===== src/rtl/csr_pkg.sv =====
// Shared types and constants of the CAN segment reassembler.
// Used by csr_ctrl, csr_datapath and can_segment_reassembler; depends on nothing.
package csr_pkg;

  localparam int IN_W    = 104;  // 97 payload bits padded to whole bytes
  localparam int OUT_W   = 88;   // 83 payload bits padded to whole bytes
  localparam int ID_W    = 29;
  localparam int CMP_W   = 10;   // holds lengths and offsets up to the largest buffer

  localparam logic [ID_W-1:0] RX_ID_BASE_RST = 29'h500;
  localparam logic [ID_W:0]   ID_WINDOW      = 30'd32;
  localparam logic [3:0]      MIN_DLC        = 4'd2;
  localparam logic [3:0]      MAX_DLC        = 4'd8;
  localparam logic [3:0]      CHUNK_BYTES    = 4'd8;
  localparam logic [3:0]      LAST_CHUNK_IDX = 4'd15;

  // Commands from the controller to the datapath.
  typedef struct packed {
    logic latch;   // capture the input word
    logic check;   // apply the header to the sequence state
    logic wr;      // write one payload byte
    logic start;   // set up read-out of the first chunk
    logic rd;      // one step of the chunk read
    logic emit;    // load the output register
    logic next;    // set up read-out of the following chunk
  } csr_cmd_t;

  // Status from the datapath to the controller.
  typedef struct packed {
    logic filt_ok;
    logic seq_ok;
    logic fits;
    logic done;
    logic wr_last;
    logic fill_zero;
    logic rd_done;
    logic out_busy;
    logic out_last;
  } csr_stat_t;

endpackage


===== src/rtl/csr_ctrl.sv =====
// Controller of the CAN segment reassembler: sequences check, write and read-out.
// Depends on csr_pkg for the command and status structs.
module csr_ctrl
  import csr_pkg::*;
(
  input  logic      clk,
  input  logic      rst_n,
  input  logic      in_tvalid,
  output logic      in_tready,
  input  csr_stat_t stat,
  output csr_cmd_t  cmd
);

  localparam logic [2:0] ST_IDLE   = 3'd0;
  localparam logic [2:0] ST_CHECK  = 3'd1;
  localparam logic [2:0] ST_WRITE  = 3'd2;
  localparam logic [2:0] ST_FINISH = 3'd3;
  localparam logic [2:0] ST_READ   = 3'd4;
  localparam logic [2:0] ST_EMIT   = 3'd5;
  localparam logic [2:0] ST_WAIT   = 3'd6;

  logic [2:0] state_r;
  logic [2:0] state_nxt;

  assign in_tready = (state_r == ST_IDLE);

  always_comb begin
    state_nxt = state_r;
    cmd       = '0;
    case (state_r)
      ST_IDLE: begin
        if (in_tvalid) begin
          cmd.latch = 1'b1;
          state_nxt = ST_CHECK;
        end
      end
      ST_CHECK: begin
        cmd.check = 1'b1;
        if (!stat.filt_ok || !stat.seq_ok) begin
          state_nxt = ST_IDLE;
        end else if (stat.fits) begin
          state_nxt = ST_WRITE;
        end else if (stat.done) begin
          state_nxt = ST_FINISH;
        end else begin
          state_nxt = ST_IDLE;
        end
      end
      ST_WRITE: begin
        cmd.wr = 1'b1;
        if (stat.wr_last) begin
          state_nxt = stat.done ? ST_FINISH : ST_IDLE;
        end
      end
      ST_FINISH: begin
        if (stat.fill_zero) begin
          state_nxt = ST_IDLE;
        end else begin
          cmd.start = 1'b1;
          state_nxt = ST_READ;
        end
      end
      ST_READ: begin
        cmd.rd = 1'b1;
        if (stat.rd_done) begin
          state_nxt = ST_EMIT;
        end
      end
      ST_EMIT: begin
        cmd.emit  = 1'b1;
        state_nxt = ST_WAIT;
      end
      ST_WAIT: begin
        if (!stat.out_busy) begin
          if (stat.out_last) begin
            state_nxt = ST_IDLE;
          end else begin
            cmd.next  = 1'b1;
            state_nxt = ST_READ;
          end
        end
      end
      default: begin
        state_nxt = ST_IDLE;
      end
    endcase
  end

  always_ff @(posedge clk) begin
    if (!rst_n) begin
      state_r <= ST_IDLE;
    end else begin
      state_r <= state_nxt;
    end
  end

endmodule


===== src/rtl/csr_datapath.sv =====
// Datapath of the CAN segment reassembler: filter, sequence state, byte buffer,
// chunk assembly and output register. Depends on csr_pkg.
module csr_datapath
  import csr_pkg::*;
#(
  parameter int BUF_BYTES = 128
) (
  input  logic             clk,
  input  logic             rst_n,
  input  logic             cfg_wr_en,
  input  logic [ID_W-1:0]  cfg_wr_data,
  input  logic [IN_W-1:0]  in_tdata,
  input  csr_cmd_t         cmd,
  output csr_stat_t        stat,
  output logic             out_tvalid,
  input  logic             out_tready,
  output logic [OUT_W-1:0] out_tdata,
  output logic             out_tlast
);

  localparam int FW = $clog2(BUF_BYTES + 1);
  localparam int AW = $clog2(BUF_BYTES);

  // Configuration and sequence state.
  logic [ID_W-1:0] base_r;
  logic [FW-1:0]   fill_r;
  logic [3:0]      exp_r;
  logic            inmsg_r;
  logic            done_r;

  // Latched frame.
  logic [ID_W-1:0] id_r;
  logic [3:0]      dlc_r;
  logic [7:0]      hdr_r;
  logic [7:0]      dat_r [7];
  logic [2:0]      k_r;

  // Buffer and read-out.
  logic [7:0]      mem [BUF_BYTES];
  logic [7:0]      mem_q_r;
  logic [7:0]      type_r;
  logic [FW-1:0]   plen_r;
  logic [3:0]      chunk_r;
  logic [3:0]      j_r;
  logic            cap_v_r;
  logic [2:0]      cap_pos_r;
  logic [7:0]      cbuf_r [8];

  // Output register.
  logic            out_valid_r;
  logic [7:0]      out_type_r;
  logic [7:0]      out_b_r [8];
  logic [3:0]      out_cnt_r;
  logic            out_last_r;
  logic [6:0]      out_plen_r;

  // Header evaluation.
  logic [3:0]       seq;
  logic [3:0]       total;
  logic             seq0;
  logic [3:0]       exp_base;
  logic [4:0]       exp_inc;
  logic             done_c;
  logic [3:0]       dlc_c;
  logic [2:0]       n_c;
  logic [FW-1:0]    fill_base;
  logic [CMP_W-1:0] fill_end;
  logic             in_win;

  assign seq       = hdr_r[7:4];
  assign total     = hdr_r[3:0];
  assign seq0      = (seq == 4'd0);
  assign exp_base  = seq0 ? 4'd0 : exp_r;
  assign exp_inc   = {1'b0, exp_base} + 5'd1;
  assign done_c    = (exp_inc >= {1'b0, total});
  assign dlc_c     = (dlc_r > MAX_DLC) ? MAX_DLC : dlc_r;
  assign n_c       = 3'(dlc_c - 4'd1);
  assign fill_base = seq0 ? '0 : fill_r;
  assign fill_end  = CMP_W'(fill_base) + CMP_W'(n_c);
  assign in_win    = (id_r >= base_r) && ({1'b0, id_r} < ({1'b0, base_r} + ID_WINDOW));

  // Chunk geometry.
  logic [CMP_W-1:0] off_e;
  logic [CMP_W-1:0] plen_e;
  logic [CMP_W-1:0] rem_e;
  logic [3:0]       cnt_c;
  logic             last_c;
  logic [CMP_W-1:0] rd_addr_e;
  logic [AW-1:0]    rd_addr;
  logic             rd_en;

  assign off_e  = CMP_W'({chunk_r, 3'b000});
  assign plen_e = CMP_W'(plen_r);
  assign rem_e  = plen_e - off_e;
  assign cnt_c  = (plen_e >= off_e + CMP_W'(CHUNK_BYTES)) ? CHUNK_BYTES :
                  (plen_e > off_e) ? rem_e[3:0] : 4'd0;
  assign last_c = (chunk_r == LAST_CHUNK_IDX) || (off_e + CMP_W'(CHUNK_BYTES) >= plen_e);

  // Byte 0 of the buffer holds the type, so the payload starts one further on.
  assign rd_addr_e = CMP_W'(1) + off_e + CMP_W'(j_r);
  assign rd_addr   = rd_addr_e[AW-1:0];
  assign rd_en     = cmd.rd && (j_r < cnt_c);

  always_comb begin
    stat           = '0;
    stat.filt_ok   = in_win && (dlc_r >= MIN_DLC);
    stat.seq_ok    = seq0 || (inmsg_r && (seq == exp_r));
    stat.fits      = (fill_end <= CMP_W'(BUF_BYTES));
    stat.done      = cmd.check ? done_c : done_r;
    stat.wr_last   = (k_r == n_c - 3'd1);
    stat.fill_zero = (fill_r == '0);
    stat.rd_done   = (j_r == CHUNK_BYTES);
    stat.out_busy  = out_valid_r;
    stat.out_last  = out_last_r;
  end

  // Control state.
  always_ff @(posedge clk) begin
    if (!rst_n) begin
      base_r      <= RX_ID_BASE_RST;
      fill_r      <= '0;
      exp_r       <= '0;
      inmsg_r     <= 1'b0;
      done_r      <= 1'b0;
      cap_v_r     <= 1'b0;
      out_valid_r <= 1'b0;
    end else begin
      if (cfg_wr_en) begin
        base_r <= cfg_wr_data;
      end
      if (cmd.check && stat.filt_ok) begin
        if (stat.seq_ok) begin
          fill_r  <= fill_base;
          exp_r   <= done_c ? 4'd0 : exp_inc[3:0];
          inmsg_r <= !done_c;
          done_r  <= done_c;
        end else begin
          inmsg_r <= 1'b0;
          done_r  <= 1'b0;
        end
      end else if (cmd.check) begin
        done_r <= 1'b0;
      end
      if (cmd.wr) begin
        fill_r <= FW'(fill_r + 1'b1);
      end
      cap_v_r <= rd_en;
      if (cmd.emit) begin
        out_valid_r <= 1'b1;
      end else if (out_valid_r && out_tready) begin
        out_valid_r <= 1'b0;
      end
    end
  end

  // Payload registers.
  always_ff @(posedge clk) begin
    if (cmd.latch) begin
      id_r   <= in_tdata[28:0];
      dlc_r  <= in_tdata[32:29];
      hdr_r  <= in_tdata[40:33];
      dat_r[0] <= in_tdata[48:41];
      dat_r[1] <= in_tdata[56:49];
      dat_r[2] <= in_tdata[64:57];
      dat_r[3] <= in_tdata[72:65];
      dat_r[4] <= in_tdata[80:73];
      dat_r[5] <= in_tdata[88:81];
      dat_r[6] <= in_tdata[96:89];
      k_r    <= 3'd0;
    end else if (cmd.wr) begin
      k_r <= 3'(k_r + 3'd1);
    end
    if (cmd.wr && (fill_r == '0)) begin
      type_r <= dat_r[k_r];
    end
    if (cmd.start) begin
      plen_r <= FW'(fill_r - 1'b1);
    end
    if (cmd.start || cmd.next) begin
      chunk_r <= cmd.start ? 4'd0 : 4'(chunk_r + 4'd1);
      j_r     <= 4'd0;
      for (int i = 0; i < 8; i++) begin
        cbuf_r[i] <= 8'd0;
      end
    end else begin
      if (cmd.rd && !stat.rd_done) begin
        j_r <= 4'(j_r + 4'd1);
      end
      if (cap_v_r) begin
        cbuf_r[cap_pos_r] <= mem_q_r;
      end
    end
    cap_pos_r <= j_r[2:0];
    if (cmd.emit) begin
      out_type_r <= type_r;
      out_b_r    <= cbuf_r;
      out_cnt_r  <= cnt_c;
      out_last_r <= last_c;
      out_plen_r <= plen_e[6:0];
    end
  end

  // Byte buffer: one write and one registered read per cycle.
  always_ff @(posedge clk) begin
    if (cmd.wr) begin
      mem[fill_r[AW-1:0]] <= dat_r[k_r];
    end
    if (rd_en) begin
      mem_q_r <= mem[rd_addr];
    end
  end

  assign out_tvalid = out_valid_r;
  assign out_tlast  = out_last_r;
  assign out_tdata  = {5'd0, out_plen_r, out_cnt_r,
                       out_b_r[7], out_b_r[6], out_b_r[5], out_b_r[4],
                       out_b_r[3], out_b_r[2], out_b_r[1], out_b_r[0], out_type_r};

  a_wr_in_range: assert property (@(posedge clk) disable iff (!rst_n)
    cmd.wr |-> (CMP_W'(fill_r) < CMP_W'(BUF_BYTES)))
    else $error("payload byte written past the end of the buffer");

  a_rd_below_fill: assert property (@(posedge clk) disable iff (!rst_n)
    rd_en |-> (rd_addr_e < CMP_W'(fill_r)))
    else $error("chunk read beyond the filled part of the buffer");

  a_no_overwrite: assert property (@(posedge clk) disable iff (!rst_n)
    cmd.emit |-> !out_valid_r)
    else $error("output register reloaded before its word was taken");

  a_msg_expects: assert property (@(posedge clk) disable iff (!rst_n)
    inmsg_r |-> (exp_r != 4'd0))
    else $error("open message with expected sequence zero");

endmodule


===== src/rtl/can_segment_reassembler.sv =====
// Top level of the CAN segment reassembler: joins controller and datapath.
// Depends on csr_pkg, csr_ctrl and csr_datapath.
//
//   channel  direction  handshake              contents
//   in_      slave      in_tvalid/in_tready    one received CAN frame per word
//   out_     master     out_tvalid/out_tready  one 8-byte chunk per word, tlast on last
//   cfg_     write      cfg_wr_en              rx_id_base, no read-back
//
// Each frame is latched and checked against the filter and the sequence state; if it
// passes and fits, its payload bytes are written one by one. A completing frame then
// has each chunk gathered byte by byte through the single read port of the buffer.
// Only one frame is in work at a time; a stalled output holds the block in its wait.
// Reset is synchronous and active low; the buffer needs no clearing pass.
module can_segment_reassembler
  import csr_pkg::*;
#(
  parameter int BUF_BYTES = 128
) (
  input  logic             clk,
  input  logic             rst_n,
  input  logic             cfg_wr_en,
  input  logic [ID_W-1:0]  cfg_wr_data,   // rx_id_base
  input  logic             in_tvalid,
  output logic             in_tready,
  // frame_id[28:0], dlc[32:29], header_byte[40:33], data1..data7 [96:41], zero [103:97]
  input  logic [IN_W-1:0]  in_tdata,
  output logic             out_tvalid,
  input  logic             out_tready,
  // msg_type[7:0], out_b0..out_b7 [71:8], chunk_bytes[75:72], payload_length[82:76],
  // zero [87:83]
  output logic [OUT_W-1:0] out_tdata,
  output logic             out_tlast      // last_chunk
);

  csr_cmd_t  cmd;
  csr_stat_t stat;

  csr_ctrl u_ctrl (
    .clk       (clk),
    .rst_n     (rst_n),
    .in_tvalid (in_tvalid),
    .in_tready (in_tready),
    .stat      (stat),
    .cmd       (cmd)
  );

  csr_datapath #(
    .BUF_BYTES (BUF_BYTES)
  ) u_datapath (
    .clk         (clk),
    .rst_n       (rst_n),
    .cfg_wr_en   (cfg_wr_en),
    .cfg_wr_data (cfg_wr_data),
    .in_tdata    (in_tdata),
    .cmd         (cmd),
    .stat        (stat),
    .out_tvalid  (out_tvalid),
    .out_tready  (out_tready),
    .out_tdata   (out_tdata),
    .out_tlast   (out_tlast)
  );

endmodule

===== config.mk =====
export PLATFORM = sky130hd
export DESIGN_NAME = can_segment_reassembler
export DESIGN_NICKNAME = d
export VERILOG_FILES = /design/src/rtl/csr_pkg.sv /design/src/rtl/csr_ctrl.sv /design/src/rtl/csr_datapath.sv /design/src/rtl/can_segment_reassembler.sv
export SDC_FILE = /design/constraint.sdc
export NUM_CORES = 2
export LEC_CHECK = 0
export ABC_CLOCK_PERIOD_IN_PS = 7500
export BUFFER_PORTS_ARGS = -buffer_cell sky130_fd_sc_hd__buf_2
export CAP_MARGIN = 20
export CORE_ASPECT_RATIO = 1.2
export CORE_MARGIN = 2
export CORE_UTILIZATION = 65
export DETAILED_ROUTE_END_ITERATION = 10
export MAX_ROUTING_LAYER = met4
export PLACE_DENSITY = 0.83
export SKIP_CTS_REPAIR_TIMING = 1
export SLEW_MARGIN = 10
export SYNTH_ARGS = -nofsm -noshare
export SYNTH_HDL_FRONTEND = slang
export SYNTH_SLANG_ARGS = --single-unit

===== constraint.sdc =====
create_clock -name clk -period 7.5 [get_ports clk]
set_input_delay 1.125 -clock clk [delete_from_list [all_inputs] [get_ports clk]]
set_output_delay 1.125 -clock clk [all_outputs]
set_load 0.05 [all_outputs]

==> metrics <==
post-synth top area share=0.690; kind of end point of the critical path=flop; Pwr Total=roughly 19 mW; Crit path largest cell delay=between 1000 and 1500 ps; vias per cell=roughly 6.8; period utilization=0.607; # IOs=229; yosys warns=0; DR pass1 iterations=7; Critical Path Fanout Max=68; CTS Sinks=between 1000 and 1500; switch share=0.274; Port Buffer Count=216; PwrDens=roughly 320 mW/mm²; Final Setup Violations=0; die area=~0.085 mm²; synth top area cells=edfxtp_1 (69%), mux4_2 (14%), dfxtp_1 (4.7%); P&R area growth vs syn=11.5%; VDD IR max=~0.32 mV; Compound-Gate Fraction of Synth Area=0.0190; Unique masters post-synth=56; RSZ-0062 raised after global routing=no; internal power=14.1 mW; sequential share of the synthesized area=0.736; Rel. slew slack=0.229; clock skew=about 29 ps; WHS Path Cells=0; Synth Area in Adders=0.0202; top cell type by total area after synthesis=edfxtp_1; post-place setup slack=2900 ps; Routed WL=roughly 130 mm; Final WS setup=2950 ps; global-route wire length before repair=roughly 190 mm; core area=0.0819 mm²; clock buffer count from CTS=about 120; hold_ws=between 400 and 500 ps; post-synthesis cell count=about 2800; Post-synth top flop=edfxtp_1; Bufs on Longest Clock Path=3; Die Wd=266 µm; actual slew at the worst max-slew pin=about 1200 ps; Max-Cap Viols=0; Final Wtd Congestion=around 0.92; row count=around 120; Final Hold Fails=0; DR WL/cell=about 31 µm; DR iter-0 viols=3592; average size of a mapped cell=approximately 19 µm²; Final TNS setup=0 ps; most frequent cells in the layout=edfxtp_1 (1233), mux4_2 (344), buf_2 (217), nand2_1 (194), nor2_1 (181); post-synthesis mux area share=0.155; dpl hpwl=73.5 mm; clock slew at reported path FFs=around 70 ps; Post-Syn Area=between 0.05 and 0.06 mm²; Final min period=approximately 4600 ps; CP cell instances=inv_1, ha_4, buf_4, mux4_2, mux4_2, mux4_2, mux2_2; most common cell after layout, fill and taps aside=edfxtp_1; nets=around 3300; R2R cell count=7; number of synthesized flops with an enable pin=roughly 1200; Crit path required time=7920 ps; Antenna Nets Post-Route=0; post-synthesis xor/xnor area fraction=0.00846; GRT overflow=0; vias in the first global route=29305; vias=28497; crit path launch type=flop; combinational share of power=0.246; slowest CP cell=ha_4; clock power share=0.319; Top cell by count, worst path=mux4_2; largest net degree at the start of global routing=between 100 and 150; clk root buf=clkbuf_16; Static Leak=between 15 and 20 nW; CTS tree=done; Slew Limit Fails=0; H-tree Lvls=3; type of the most critical hold path=flop to flop; Worst EP arrival=4980 ps; sw power=roughly 5.3 mW; Seq cells post-synth=between 1000 and 1500; Crit Path Class=flop to flop; outcome=completed; Die H=between 300 and 400 µm; GRT Total Usage=0.320; simple-gate share of the synthesized area=0.0458; worst skew pair latency=about 720 ps; Fmax achieved=around 220 MHz; largest family of logic cells by synthesized area=multiplexers; detailed-route DRC error count=0; antenna violations before repair=2; part of the power in registers=0.435; Initial Util=0.656; fraction of layout instances using a drive strength above 1=0.255; Async SR Flop Fraction=0
through the flow:
stage	util	cells	cell area (µm²)
after floorplan	-	2821	53700
after global placement	0.683	3986	55900
after detailed placement	0.683	3987	55900
after CTS	0.731	4213	59800
after global routing	0.731	4218	59900
final	0.731	4218	59900
cell usage after synthesis, drive strengths merged, types with 2 or more instances:
library cell	n
o22ai	4
nand3	43
mux4	344
a22oi	2
o31ai	3
o21a	6
a221oi	2
a311oi	3
xor2	13
a41oi	2
a21oi	93
and2	8
nor4	6
xnor2	38
buf	58
edfxtp	1233
mux2	16
mux2i	41
ha	85
a31oi	9
nand2b	14
nand2	194
or3	2
or4	2
dfxtp	125
o211ai	2
and3	10
nand4	18
a21o	9
clkbuf	75
nor2b	48
nor3	17
o21ai	29
a21boi	4
inv	59
nor2	182
nor3b	4
a211oi	3
power by group through the flow:
stage | clock network [mW] | logic (mW) | registers (mW)
global placement | 0 | 4.47 | 8.58
finish | 6.18 | 4.77 | 8.43
detailed placement | 0 | 4.61 | 8.59
floorplan | 0 | 3.30 | 8.56
global route | 6.47 | 4.92 | 8.43
CTS | 6.21 | 4.76 | 8.43
kinds of logic (layout without fill, tap and decap cells):
group / count (synthesis) / count (layout)
AO/OA/AOI/OAI: 176 / 176
XOR/XNOR: 51 / 51
adder cells (fa/ha/maj): 86 / 86
buffers and inverters: 192 / 534
flip-flops: 1358 / 1358
multiplexers: 401 / 401
other: 1 / 7
AND/OR/NAND/NOR: 552 / 552
final timing paths:
check | endpoint | slack [ps] | start
worst max-delay path | u_datapath.mem_q_r[3]$_DFFE_PP_ | 2950 | u_datapath.j_r[1]$_SDFFE_PP0P_
worst min-delay path | u_datapath.out_type_r[5]$_DFFE_PP_ | 410 | u_datapath.type_r[5]$_DFFE_PP_
worst max register to register | u_datapath.mem_q_r[3]$_DFFE_PP_ | 2950 | u_datapath.j_r[1]$_SDFFE_PP0P_
worst min register to register | u_datapath.out_type_r[5]$_DFFE_PP_ | 410 | u_datapath.type_r[5]$_DFFE_PP_
layout make-up:
type | instances | area, µm²
Timing Repair Buffer | 249 | 1390
Inverter | 59 | 221
Multi-Input combinational cell | 1271 | 13500
Clock buffer | 151 | 3260
Tap cell | 1053 | 1320
Fill cell | 4381 | 22000
Antenna cell | 2 | 5.00
Clock inverter | 75 | 676
Sequential cell | 1358 | 39500
state kept, by name, indices dropped and copies added, names as in the netlist, 3 cells and up, named ones only:
register and cells:
u_datapath.mem 1024, u_datapath.cbuf_r 64, u_datapath.out_tdata 64, u_datapath.dat_r 56
u_datapath.base_r 29, u_datapath.id_r 29, u_datapath.fill_r 8, u_datapath.hdr_r 8
u_datapath.mem_q_r 8, u_datapath.out_type_r 8, u_datapath.plen_r 8, u_datapath.type_r 8
u_datapath.out_plen_r 7, u_datapath.chunk_r 4, u_datapath.dlc_r 4, u_datapath.exp_r 4
u_datapath.j_r 4, u_datapath.out_cnt_r 4, u_ctrl.state_r 3, u_datapath.cap_pos_r 3
u_datapath.k_r 3
metal layers:
| layer | up-vias | global-route usage | share of wire |
|---|---|---|---|
| met4 | 0 | 0.146 | 0.054 |
| li1 | 11677 | - | - |
| met1 | 14604 | 0.391 | 0.34 |
| met2 | 1849 | 0.533 | 0.52 |
| met3 | 367 | 0.0496 | 0.081 |
| met5 | - | - | 0 |
worst max-delay path, delay by kind of cell, from the launching register on:
kind / cells / cell delay, ps
buf+inv: 2 / 810
fa+ha+maj: 1 / 1020
mux: 4 / 1880
flops: 1 / 490
Note: power is estimated with default switching activity, not from simulation.
